[config.mk]
export PLATFORM = sky130hd
export DESIGN_NAME = health_sample_change_logger
export DESIGN_NICKNAME = d
export VERILOG_FILES = /design/src/hw/rtl/hslog_pkg.sv /design/src/hw/rtl/health_sample_change_logger.sv
export VERILOG_INCLUDE_DIRS = /design/src /design/src/hw/rtl
export SDC_FILE = /design/constraint.sdc
export NUM_CORES = 2
export LEC_CHECK = 0
export ABC_AREA = 1
export BUFFER_PORTS_ARGS = -buffer_cell sky130_fd_sc_hd__buf_2
export CORE_MARGIN = 5
export CORE_UTILIZATION = 40
export DETAILED_ROUTE_END_ITERATION = 10
export GPL_TIMING_DRIVEN = 0
export SLEW_MARGIN = 20
export SYNTH_ARGS = -nofsm -noshare
export SYNTH_HDL_FRONTEND = slang
export SYNTH_SLANG_ARGS = --single-unit
[constraint.sdc]
create_clock -name clk -period 8.38 [get_ports clk]
set_input_delay 0.419 -clock clk [delete_from_list [all_inputs] [get_ports clk]]
set_output_delay 0.419 -clock clk [all_outputs]
set_load 0.005 [all_outputs]
[src/hw/rtl/assert_macros.svh]
// ----------------------------------------------------------------------------
// Assertion macros
// Shared concurrent assertion forms for the RTL of the health logger.
// ----------------------------------------------------------------------------
`ifndef ASSERT_MACROS_SVH
`define ASSERT_MACROS_SVH

// Property that must hold at every clock edge outside reset.
`define ASSERT_ALWAYS(lbl, clk, rst, prop, msg) \
  lbl: assert property (@(posedge clk) disable iff (rst) (prop)) else $error(msg);

// When the condition is seen, the consequent must hold in the next cycle.
`define ASSERT_NEXT(lbl, clk, rst, ante, cons, msg) \
  lbl: assert property (@(posedge clk) disable iff (rst) (ante) |=> (cons)) else $error(msg);

`endif

[src/hw/rtl/hslog_pkg.sv]
// ----------------------------------------------------------------------------
// hslog_pkg
// Types and constants for the health sample change logger.
// ----------------------------------------------------------------------------
package hslog_pkg;

  localparam int RING_SLOTS_DEF = 17;
  localparam int SLOT_FIELD_W   = 5;
  localparam int CFG_DATA_W     = 32;
  localparam int CFG_IDX_W      = 3;

  // Register indexes of the configuration port.
  localparam logic [CFG_IDX_W-1:0] REG_SAMPLE_PERIOD = 3'd0;
  localparam logic [CFG_IDX_W-1:0] REG_HEARTBEAT     = 3'd1;
  localparam logic [CFG_IDX_W-1:0] REG_HEAP_THR      = 3'd2;
  localparam logic [CFG_IDX_W-1:0] REG_RSSI_THR      = 3'd3;
  localparam logic [CFG_IDX_W-1:0] REG_START_COUNT   = 3'd4;

  // Register reset values.
  localparam logic [31:0] PERIOD_RST    = 32'd30000;
  localparam logic [31:0] HEARTBEAT_RST = 32'd300000;
  localparam logic [15:0] HEAP_THR_RST  = 16'd512;
  localparam logic [7:0]  RSSI_THR_RST  = 8'd6;
  localparam logic [31:0] START_RST     = 32'd0;

  localparam logic [15:0] SAT16_MAX = 16'hFFFF;

  // Exact unsigned division by 1000 of any 32-bit value: (x * M) >> 38.
  localparam logic [31:0] DIV1000_MAGIC = 32'h10624DD3;
  localparam int          DIV1000_SHIFT = 38;
  localparam int          UPTIME_W      = 23;

  typedef struct packed {
    logic [31:0]        now_ms;
    logic [31:0]        free_heap;
    logic [31:0]        largest_block;
    logic [31:0]        link_drops;
    logic signed [7:0]  signal_strength;
    logic [7:0]         link_status;
  } sample_t;

  typedef struct packed {
    logic [SLOT_FIELD_W-1:0] slot;
    logic [UPTIME_W-1:0]     uptime_s;
    logic [15:0]             heap_sat;
    logic [15:0]             block_sat;
    logic signed [7:0]       rssi_out;
    logic [7:0]              status_out;
    logic [15:0]             drops_sat;
    logic [31:0]             entries_written;
  } entry_t;

  function automatic logic [15:0] sat16(input logic [31:0] v);
    return (v > 32'(SAT16_MAX)) ? SAT16_MAX : v[15:0];
  endfunction

endpackage

[src/hw/rtl/health_sample_change_logger.sv]
// An accepted request waits in the input register; an entry it writes goes
// to the result register and out_valid. Throughput: one request per cycle,
// set by the single compare stage that holds and updates the logger state.
// An entry-writing request waits while the previous entry is held at output.
// Reset (synchronous, active high) restores all but in_q, out_q to defaults.
// ----------------------------------------------------------------------------
// health_sample_change_logger
// Deadband change reporting of health samples with a heartbeat entry.
// ----------------------------------------------------------------------------
`include "assert_macros.svh"

module health_sample_change_logger
  import hslog_pkg::*;
#(
  parameter int RING_SLOTS = RING_SLOTS_DEF
) (
  input  logic                  clk,
  input  logic                  rst,
  input  logic                  cfg_wr_en,
  input  logic [CFG_IDX_W-1:0]  cfg_addr,
  input  logic [CFG_DATA_W-1:0] cfg_wdata,
  input  logic                  in_valid,
  output logic                  in_ready,
  input  sample_t               in_data,
  output logic                  out_valid,
  input  logic                  out_ready,
  output entry_t                out_data
);

  // Width of the ring slot counter; at least one bit.
  localparam int SLOT_W = (RING_SLOTS > 1) ? $clog2(RING_SLOTS) : 1;

  // Reciprocal of the ring size: q = (x * MOD_MAGIC) >> (32 + MOD_L) is the
  // exact quotient of any 32-bit x by the ring size.
  localparam int          MOD_L          = (RING_SLOTS > 1) ? $clog2(RING_SLOTS) : 0;
  localparam logic [63:0] MOD_NUM        = 64'd1 << (32 + MOD_L);
  localparam logic [63:0] MOD_MAGIC_FULL = (MOD_NUM + 64'(RING_SLOTS) - 64'd1)
                                           / 64'(RING_SLOTS);
  localparam logic [32:0] MOD_MAGIC      = MOD_MAGIC_FULL[32:0];

  // Configuration registers.
  logic [31:0] cfg_period;
  logic [31:0] cfg_heartbeat;
  logic [15:0] cfg_heap_thr;
  logic [7:0]  cfg_rssi_thr;
  logic [31:0] cfg_start;

  // Ring slot of the start count: the quotient is registered when start_count
  // is written, and the remainder follows from it combinationally.
  logic [71:0]       start_prod;
  logic [31:0]       start_quot;
  logic [31:0]       start_rem;
  logic [SLOT_W-1:0] start_mod;

  // Logger state.
  logic              started;
  logic [31:0]       next_due_ms;
  logic [31:0]       entry_count;
  logic [SLOT_W-1:0] slot_cnt;
  logic [31:0]       last_write_ms;
  logic [15:0]       last_heap;
  logic [15:0]       last_block;
  logic signed [7:0] last_rssi;
  logic [7:0]        last_status;
  logic [15:0]       last_drops;

  // Input register and result register.
  sample_t in_q;
  logic    in_vld;
  entry_t  out_q;
  logic    out_vld;

  // Stage logic.
  logic [31:0]       due_diff;
  logic              early;
  logic              take;
  logic [15:0]       heap_s;
  logic [15:0]       block_s;
  logic [15:0]       drops_s;
  logic [15:0]       heap_diff;
  logic [15:0]       block_diff;
  logic signed [8:0] rssi_sdiff;
  logic [8:0]        rssi_diff;
  logic [31:0]       count_eff;
  logic [SLOT_W-1:0] slot_eff;
  logic [SLOT_W-1:0] slot_next;
  logic              changed;
  logic              hb_due;
  logic              emit;
  logic              out_free;
  logic              stage_go;
  logic [63:0]       div_prod;
  logic [SLOT_W+SLOT_FIELD_W-1:0] slot_ext;

  assign start_prod = 72'(cfg_wdata) * 72'(MOD_MAGIC);

  // ---------------------------------------------------------------------------
  // Configuration registers. Indexes beyond the list are ignored.
  // ---------------------------------------------------------------------------
  always_ff @(posedge clk) begin
    if (rst) begin
      cfg_period    <= PERIOD_RST;
      cfg_heartbeat <= HEARTBEAT_RST;
      cfg_heap_thr  <= HEAP_THR_RST;
      cfg_rssi_thr  <= RSSI_THR_RST;
      cfg_start     <= START_RST;
      start_quot    <= '0;   // the reset start count is zero, so is its quotient
    end else if (cfg_wr_en) begin
      unique case (cfg_addr)
        REG_SAMPLE_PERIOD: cfg_period    <= cfg_wdata;
        REG_HEARTBEAT:     cfg_heartbeat <= cfg_wdata;
        REG_HEAP_THR:      cfg_heap_thr  <= cfg_wdata[15:0];
        REG_RSSI_THR:      cfg_rssi_thr  <= cfg_wdata[7:0];
        REG_START_COUNT: begin
          cfg_start  <= cfg_wdata;
          start_quot <= 32'(start_prod >> (32 + MOD_L));
        end
        default: ;
      endcase
    end
  end

  // The remainder is below the ring size, so the low bits of the wrapped
  // difference hold it exactly.
  assign start_rem = cfg_start - start_quot * 32'(RING_SLOTS);
  assign start_mod = start_rem[SLOT_W-1:0];

  // ---------------------------------------------------------------------------
  // Decision logic on the registered request.
  // ---------------------------------------------------------------------------
  always_comb begin
    // A request is early when it lands before the due time, taken wrap-safely.
    due_diff = in_q.now_ms - next_due_ms;
    early    = started && due_diff[31];
    take     = in_vld && !early;

    heap_s  = sat16(in_q.free_heap);
    block_s = sat16(in_q.largest_block);
    drops_s = sat16(in_q.link_drops);

    heap_diff  = (heap_s >= last_heap) ? (heap_s - last_heap) : (last_heap - heap_s);
    block_diff = (block_s >= last_block) ? (block_s - last_block)
                                         : (last_block - block_s);
    rssi_sdiff = 9'(in_q.signal_strength) - 9'(last_rssi);
    rssi_diff  = rssi_sdiff[8] ? 9'(-rssi_sdiff) : 9'(rssi_sdiff);

    // Before the first sample the count and slot come from start_count.
    count_eff = started ? entry_count : cfg_start;
    slot_eff  = started ? slot_cnt : start_mod;

    changed = (count_eff == '0) ||
              (heap_diff >= cfg_heap_thr) ||
              (block_diff >= cfg_heap_thr) ||
              (in_q.link_status != last_status) ||
              (drops_s != last_drops) ||
              (rssi_diff >= {1'b0, cfg_rssi_thr});
    hb_due  = (in_q.now_ms - last_write_ms) >= cfg_heartbeat;
    emit    = take && (changed || hb_due);

    // The slot follows the count modulo the ring size; when the 32-bit count
    // wraps to zero, the slot restarts at zero as well.
    if (count_eff == '1 || slot_eff == SLOT_W'(RING_SLOTS - 1)) begin
      slot_next = '0;
    end else begin
      slot_next = slot_eff + 1'b1;
    end

    out_free = !out_vld || out_ready;
    stage_go = in_vld && (!emit || out_free);

    div_prod = 64'(in_q.now_ms) * 64'(DIV1000_MAGIC);
    slot_ext = {{SLOT_FIELD_W{1'b0}}, slot_eff};
  end

  assign in_ready = !in_vld || stage_go;

  // Input register.
  always_ff @(posedge clk) begin
    if (rst) begin
      in_vld <= 1'b0;
    end else if (in_ready) begin
      in_vld <= in_valid;
    end
  end

  always_ff @(posedge clk) begin
    if (in_ready && in_valid) begin
      in_q <= in_data;
    end
  end

  // ---------------------------------------------------------------------------
  // Logger state. The due time moves on with every sample that is not early;
  // the last-written values move only when an entry is written.
  // ---------------------------------------------------------------------------
  always_ff @(posedge clk) begin
    if (rst) begin
      started       <= 1'b0;
      next_due_ms   <= '0;
      entry_count   <= '0;
      slot_cnt      <= '0;
      last_write_ms <= '0;
      last_heap     <= '0;
      last_block    <= '0;
      last_rssi     <= '0;
      last_status   <= '0;
      last_drops    <= '0;
    end else if (stage_go && take) begin
      started     <= 1'b1;
      next_due_ms <= in_q.now_ms + cfg_period;
      if (emit) begin
        entry_count   <= count_eff + 32'd1;
        slot_cnt      <= slot_next;
        last_write_ms <= in_q.now_ms;
        last_heap     <= heap_s;
        last_block    <= block_s;
        last_rssi     <= in_q.signal_strength;
        last_status   <= in_q.link_status;
        last_drops    <= drops_s;
      end else begin
        // Keep the count taken from start_count once started is set.
        entry_count <= count_eff;
        slot_cnt    <= slot_eff;
      end
    end
  end

  // ---------------------------------------------------------------------------
  // Result register.
  // ---------------------------------------------------------------------------
  always_ff @(posedge clk) begin
    if (rst) begin
      out_vld <= 1'b0;
    end else if (stage_go && emit) begin
      out_vld <= 1'b1;
    end else if (out_ready) begin
      out_vld <= 1'b0;
    end
  end

  always_ff @(posedge clk) begin
    if (stage_go && emit) begin
      out_q.slot            <= slot_ext[SLOT_FIELD_W-1:0];
      out_q.uptime_s        <= div_prod[DIV1000_SHIFT+UPTIME_W-1:DIV1000_SHIFT];
      out_q.heap_sat        <= heap_s;
      out_q.block_sat       <= block_s;
      out_q.rssi_out        <= in_q.signal_strength;
      out_q.status_out      <= in_q.link_status;
      out_q.drops_sat       <= drops_s;
      out_q.entries_written <= count_eff + 32'd1;
    end
  end

  assign out_valid = out_vld;
  assign out_data  = out_q;

  // ---------------------------------------------------------------------------
  // Assertions
  // ---------------------------------------------------------------------------
  `ASSERT_NEXT(a_count_steps, clk, rst, stage_go && emit, entry_count == $past(count_eff) + 32'd1, "entry count did not advance on an entry")
  `ASSERT_ALWAYS(a_slot_range, clk, rst, !started || slot_cnt < SLOT_W'(RING_SLOTS - 1) || slot_cnt == SLOT_W'(RING_SLOTS - 1), "ring slot beyond ring size")
  `ASSERT_NEXT(a_started_after_take, clk, rst, stage_go && take, started, "logger not started after an accepted sample")
  `ASSERT_NEXT(a_in_hold, clk, rst, in_vld && !stage_go, in_vld && $stable(in_q), "held sample lost or changed")
  `ASSERT_NEXT(a_out_hold, clk, rst, out_vld && !out_ready, out_vld && $stable(out_q), "pending entry overwritten")

endmodule
== After elaboration in Yosys (flattened, before gate mapping) ==
Index checks and enable logic that the tools add are counted.

* Input port bits: 184
* Word-level logic and storage cells: 107
* Register bits after elaboration: 584

* Muxes and demuxes: 13
* Magnitude comparators: 9
* Reductions and logical operators: 30
* Add/subtract/negate cells: 12
* Multiply operators: 3
* Equality and inequality tests: 8

{| class="wikitable"
|+ Operator list
! operator !! number
|-
| 32-bit by 16-bit greater-than comparator with 1-bit output (second input constant) || 3
|-
| 16-bit two-way mux || 5
|-
| 16-bit greater-or-equal comparator || 4
|-
| 32-bit by 32-bit multiplier with 64-bit output (second input constant) || 1
|-
| 32-bit two-way mux || 2
|-
| 16-bit subtractor || 4
|-
| 32-bit subtractor || 2
|-
| 32-bit by 29-bit multiplier with 61-bit output (second input constant) || 1
|-
| 32-bit by 1-bit adder with 32-bit output (second input constant) || 1
|-
| 32-bit adder || 1
|-
| 32-bit equality test (second input constant) || 1
|-
| 32-bit greater-or-equal comparator || 1
|-
| 32-bit logical NOT || 1
|-
| 28-bit by 5-bit multiplier with 5-bit output (second input constant) || 1
|-
| 16-bit inequality test || 1
|-
| 5-bit two-way mux || 3
|-
| 2-bit AND reduction || 6
|-
| 1-bit logical OR || 10
|-
| 9-bit by 8-bit greater-or-equal comparator with 1-bit output || 1
|-
| 9-bit two-way mux || 1
|-
| 9-bit negation || 1
|-
| 8-bit by 8-bit subtractor with 9-bit output || 1
|-
| 8-bit inequality test || 1
|-
| 1-bit logical AND || 7
|-
| 10 further kinds || 15
|}

== Depth between registers and ports, before layout ==
* Word-level depth: 17
* Depth in mapped cells: 40
* Mapped depth without buffers: 35

== Worst setup path after synthesis ==
No wires, ideal clock.

* Path type: reg2reg
* Start: register in_q[75] (netlist bit)
* End: register in_q[0] (netlist bit) (enable)
* Arrival: 7518 ps
* Buffers on the path: 3
* Path slack: 364 ps
* Data required time: 7883 ps
* Stages on the path, launching flop included: 34
* Setup time: 497 ps
* Cell sequence: edfxtp_1 > nor4_1 > nand4_1 > clkbuf_1 > nor2_1 > inv_1 > ha_1 > clkbuf_1 > nand2_1 > nor2_1 > inv_1 > o21ai_0 > nand2_1 > nand3_1 > inv_1 > buf_2 > o21ai_0 > o221ai_1 > xnor2_1 > inv_1 > ha_1 > nand2_1 > inv_1 > o21ai_0 > a21oi_1 > nor2_1 > nand2_1 > nor2_1 > nand3_1 > nor2_2 > nand4_4 > nand3_2 > nand2_1 > inv_1

* Word-level cells in the longest chain between the ends: 16

{| class="wikitable"
|+ Ends and longest elaborated chain
! what !! line !! text
|-
| start: declaration || health_sample_change_logger.sv:68 || <nowiki>sample_t in_q;</nowiki>
|-
| start signal: assignment || health_sample_change_logger.sv:188 || <nowiki>in_q <= in_data;</nowiki>
|-
| 32-bit by 16-bit greater-than comparator with 1-bit output (*) || hslog_pkg.sv:54 || <nowiki>return (v > 32'(SAT16_MAX)) ? SAT16_MAX : v[15:0];</nowiki>
|-
| 16-bit two-way mux (*) || hslog_pkg.sv:54 ||
|-
| named net block_s[5] || health_sample_change_logger.sv:78 || <nowiki>logic [15:0] block_s;</nowiki>
|-
| 16-bit subtractor, or another cell as far along || health_sample_change_logger.sv:143 || <nowiki>: (last_block - block_s);</nowiki>
|-
| 16-bit two-way mux (*) || health_sample_change_logger.sv:142 || <nowiki>block_diff = (block_s >= last_block) ? (block_s - last_block)</nowiki>
|-
| 16-bit greater-or-equal comparator (*) || health_sample_change_logger.sv:153 || <nowiki>(block_diff >= cfg_heap_thr) ||</nowiki>
|-
| 1-bit logical OR (*) || health_sample_change_logger.sv:152 || <nowiki>(heap_diff >= cfg_heap_thr) ||</nowiki>
|-
| 1-bit logical OR (*) || health_sample_change_logger.sv:153 ||
|-
| [... 2 more ...] || -- ||
|-
| 1-bit logical OR (*) || health_sample_change_logger.sv:158 || <nowiki>emit = take && (changed || hb_due);</nowiki>
|-
| 1-bit logical AND (*) || health_sample_change_logger.sv:158 ||
|-
| 1-bit logical NOT (*) || health_sample_change_logger.sv:169 || <nowiki>stage_go = in_vld && (!emit || out_free);</nowiki>
|-
| 1-bit logical OR (*) || health_sample_change_logger.sv:169 ||
|-
| 1-bit logical AND (*) || health_sample_change_logger.sv:169 ||
|-
| 1-bit logical OR (*) || health_sample_change_logger.sv:175 || <nowiki>assign in_ready = !in_vld || stage_go;</nowiki>
|-
| named net in_ready || health_sample_change_logger.sv:23 || <nowiki>output logic in_ready,</nowiki>
|-
| 1-bit logical AND (*) || health_sample_change_logger.sv:187 || <nowiki>if (in_ready && in_valid) begin</nowiki>
|}

Mark *: on every way through the listed nets, which the timed path passes. The rest lies on a longest branch.
A chain may end at the register's enable or synchronous reset.

== Worst setup path after layout ==
* Start: register in_q[67] (netlist bit)
* End: register out_q, in the netlist out_data[69] (enable)

* Word-level cells in the longest chain between the ends: 15

{| class="wikitable"
|+ Ends and longest elaborated chain
! what !! line !! text
|-
| 32-bit by 16-bit greater-than comparator with 1-bit output (*) || hslog_pkg.sv:54 ||
|-
| 16-bit two-way mux (*) || hslog_pkg.sv:54 ||
|-
| named net block_s[5] || health_sample_change_logger.sv:78 ||
|-
| 16-bit subtractor, or another cell as far along || health_sample_change_logger.sv:143 ||
|-
| 16-bit two-way mux (*) || health_sample_change_logger.sv:142 ||
|-
| 16-bit greater-or-equal comparator (*) || health_sample_change_logger.sv:153 ||
|-
| 1-bit logical OR (*) || health_sample_change_logger.sv:152 ||
|-
| 1-bit logical OR (*) || health_sample_change_logger.sv:153 ||
|-
| 1-bit logical OR (*) || health_sample_change_logger.sv:154 || <nowiki>(in_q.link_status != last_status) ||</nowiki>
|-
| 1-bit logical OR (*) || health_sample_change_logger.sv:155 || <nowiki>(drops_s != last_drops) ||</nowiki>
|-
| 1-bit logical OR (*) || health_sample_change_logger.sv:158 ||
|-
| 1-bit logical AND (*) || health_sample_change_logger.sv:158 ||
|-
| 1-bit logical NOT || health_sample_change_logger.sv:169 ||
|-
| 1-bit logical OR || health_sample_change_logger.sv:169 ||
|-
| 1-bit logical AND || health_sample_change_logger.sv:169 ||
|-
| 1-bit logical AND (*) || health_sample_change_logger.sv:242 || <nowiki>if (stage_go && emit) begin</nowiki>
|-
| end: declaration || health_sample_change_logger.sv:70 || <nowiki>entry_t out_q;</nowiki>
|}

Marks and branches as above.

==> summary.md <==
| Metric | Value |
|---|---|
| Status | `completed` |
| Sequential cell area | `0.01391 mm2` |
| Iteration-0 DRC Markers | `2,662` |
| Type of the worst setup path | `reg -> reg` |
| Syn avg cell area | `8.782 um2` |
| Via Count | `43,980` |
| Cell area after synthesis | `0.05587 mm2` |
| Register area share after synthesis | `0.2490` |
| Die span in y | `383.7 um` |
| Final critical-path share of the clock period | `0.9231` |
| Number of unique standard cell types used by synthesis | `65` |
| Minimum clock period after layout | `7736 ps` |
| Maximum number of pins on one net before global-route repair | `95` |
| Total gr overflow | `0` |
| Synthesized Nets | `7,981` |
| Top-area cell type share of the netlist area | `0.2035` |
| Clock-pin slew of the registers on the worst-case setup and hold paths | `50 ps` |
| Worst hold path class | `in -> reg` |
| Initial antenna violation count | `5` |
| Post-placement cell area | `between 0.06 and 0.07 mm2` |
| Total routing usage reported by global routing | `0.2235` |
| CTS Root Buffer Type | `sky130_fd_sc_hd__clkbuf_16` |
| Pin slew with the least headroom to its limit | `1171 ps` |
| Leading post-synthesis cells by cell area | `sky130_fd_sc_hd__fa_1 (20%), sky130_fd_sc_hd__ha_1 (19%), sky130_fd_sc_hd__edfxtp_1 (14%), sky130_fd_sc_hd__dfxtp_1 (10%), sky130_fd_sc_hd__inv_1 (9.7%)` |
| Setup skew after layout | `34.54 ps` |
| Data required time at the worst endpoint | `8680 ps` |
| Post-synthesis sequential element count | `561` |
| Total Nets Final | `8,526` |
| Number of placed cells counting well taps | `8,561` |
| Count of final max-slew check failures | `0` |
| Initial cell density of the core | `0.4014` |
| Post-CTS sizing | `0` |
| Drt pass-1 iters | `6` |
| FILL cells | `~14,000` |
| Maximum capacitance violations | `0` |
| Area overhead of the layout relative to synthesis | `14.22%` |
| Crit path launch type | `flip-flop` |
| Max Buffers Root-to-Sink | `3` |
| Hold Fails Final Rpt | `0` |
| DR vias/cell | `a little under 5` |
| Fraction of registers with async set/reset | `0` |
| Placeable core region | `0.1392 mm2` |
| Highest clock rate | `about 0.13 GHz` |
| Worst Setup End Kind | `flip-flop` |
| Final-report setup violation count | `0` |
| RSZ-0062 raised after global routing | `false` |
| Number of sinks driven by the clock tree | `561` |
| Area of the multi-input gates | `0.03591 mm2` |
| Post-DRT Antenna Nets | `0` |
| Fraction of layout instances using a drive strength above 1 | `0.07685` |
| Rel. slew slack | `0.2197` |
| Count of input and output buffers | `309` |
| Final instance count without filler cells | `8,842` |
| Half-perimeter wire length after detailed placement | `~130,000 um` |
| Dominant cell type by area after synthesis | `sky130_fd_sc_hd__fa_1` |
| Number of levels in the clock H-tree | `3` |
| Gate Count Post-Synth | `6,362` |
| Wire length of the first global-routing pass | `255,400 um` |
| Boundary Pins | `310` |
| Number of enable-type register cells in the synthesized netlist | `268` |
| DRC Markers | `0` |
| Finished Cell Area | `0.06382 mm2` |
| Highest cell delay on the worst timing path | `between 400 and 500 ps` |
| Number of global-route vias before repair | `~45,000` |
| Clock latency on the worst-skew pair | `670 ps` |
| Ys flop type | `sky130_fd_sc_hd__dfxtp_1` |
| Total CTS buffers | `70` |
| Die outline width | `about 380 um` |
| Total of warnings raised by yosys | `0` |
| Highest-delay cell along the critical path | `sky130_fd_sc_hd__nor4_1` |
| Most numerous cell on the critical path | `sky130_fd_sc_hd__inv_1` |
| Die ar. | `about 0.15 mm2` |
| Routability cong. | `0.9290` |
| Top fanout value on the critical path | `71` |
| Row cnt | `137` |
| Average detailed-routed wire length per instance | `between 15 and 20 um` |
| Post-Route WL | `164,700 um` |
| Arrival time reported for the critical path endpoint | `8030 ps` |
| CTS tree | `built` |
per-stage QoR:
step           hold WS [ps]  setup WS [ps]  utilization  TNS, ps
4_1_cts               57.15          215.1       0.4578        0
6_report              101.3          644.4       0.4585        0
5_1_grt               92.54          78.81       0.4585        0
3_3_place_gp          451.1          -3573       0.4294  -906600
3_5_place_dp          455.8          227.2       0.4312        0
2_1_floorplan         435.3          364.3            -        0
final timing paths:
path                     startpoint           endpoint  slack [ps]  cells past startpoint
hold reg to reg   cfg_heartbeat[17]  cfg_heartbeat[17]         460                      2
setup / recovery           in_q[67]       out_data[69]         640                     37
hold / removal                  rst    cfg_rssi_thr[1]         100                      3
setup reg to reg           in_q[67]       out_data[69]         640                     37
state kept, by name (all words and copies together), names as in the netlist, 32 cells and up:
register,flops
in_q,144
out_data,124
cfg_heartbeat,32
cfg_period,32
cfg_start,32
entry_count,32
last_write_ms,32
next_due_ms,32
synth_stat cells (all sizes together) (12+ instances only):
cell,n
inv,1441
ha,867
nand2,826
nor2,659
fa,568
a21oi,380
o21ai,336
dfxtp,293
edfxtp,268
xor2,127
nand3,95
xnor2,67
clkbuf,61
buf,56
nand4,49
nor3,37
o21a,31
nor4,25
o211ai,24
a21o,23
a31oi,23
o31ai,12
metal layers:
| layer | routed length (um) | track usage | part of all wire | vias to the layer above |
|---|---|---|---|---|
| met5 | 0 | 0 | 0 | - |
| met4 | 4136 | 0.05514 | 0.025 | 0 |
| met3 | 9444 | 0.02783 | 0.057 | 205 |
| met2 | 77790 | 0.3789 | 0.47 | 1203 |
| met1 | 73350 | 0.3046 | 0.45 | 21305 |
| li1 | - | - | - | 21267 |
cells in the final DEF (no fill, tap or decap), drive strengths merged, types with 12 or more instances in the layout:
cell type / Yosys / final
buf: 56 / 384
o31ai: 12 / 12
xnor2: 67 / 67
nand2: 826 / 826
xor2: 127 / 127
o211ai: 24 / 24
clkbuf: 61 / 153
nor2: 659 / 659
dlygate4sd3: 0 / 144
nand4: 49 / 49
nand3: 95 / 95
nor3: 37 / 37
a21oi: 380 / 380
o21ai: 336 / 336
fa: 568 / 568
edfxtp: 268 / 268
a31oi: 23 / 23
inv: 1441 / 1448
o21a: 31 / 31
nor4: 25 / 25
a21o: 23 / 23
dfxtp: 293 / 293
ha: 867 / 867
clkinv: 3 / 23
layout make-up:
| type | count | share of cell area |
|---|---|---|
| antenna | 4 | 0.0001568 |
| clock inverter | 36 | 0.005862 |
| inverter | 1444 | 0.08517 |
| multi-input combinational | 4240 | 0.5628 |
| sequential | 561 | 0.2180 |
| timing repair buffer | 473 | 0.05166 |
| buffer | 117 | 0.009822 |
| clock buffer | 91 | 0.02978 |
| tap | 1876 | 0.03678 |
what timing repair did:
action,in CTS,in global routing
setup buffers,0,2
hold buffers,144,0
hold endpoints to repair,144,0
setup endpoints to repair,0,196
critical path, delay by kind of cell, from the launching register on:
kind / cells / cell delay [ps]
adders and majority gates: 2 / 570
DFF: 1 / 350
and+or+nand+nor: 16 / 2830
buffers and inverters: 13 / 2150
AOI/OAI and AO/OA: 5 / 1030
xor gates and xnor gates: 1 / 260
logic make-up (layout without fill, tap and decap cells):
| group | after synthesis | after routing | share of synthesized area |
|---|---|---|---|
| and+or+nand+nor | 1711 | 1711 | 0.1243 |
| AOI/OAI and AO/OA | 890 | 890 | 0.08843 |
| other | 0 | 4 | 0 |
| adders and majority gates | 1435 | 1435 | 0.3977 |
| DFF | 561 | 561 | 0.2490 |
| xor gates and xnor gates | 194 | 194 | 0.03054 |
| muxes | 10 | 10 | 0.001859 |
| buffers and inverters | 1561 | 2161 | 0.1082 |
Power is not shown: default switching activity piles up to over one toggle a cycle in this logic, so the estimate is an artifact.
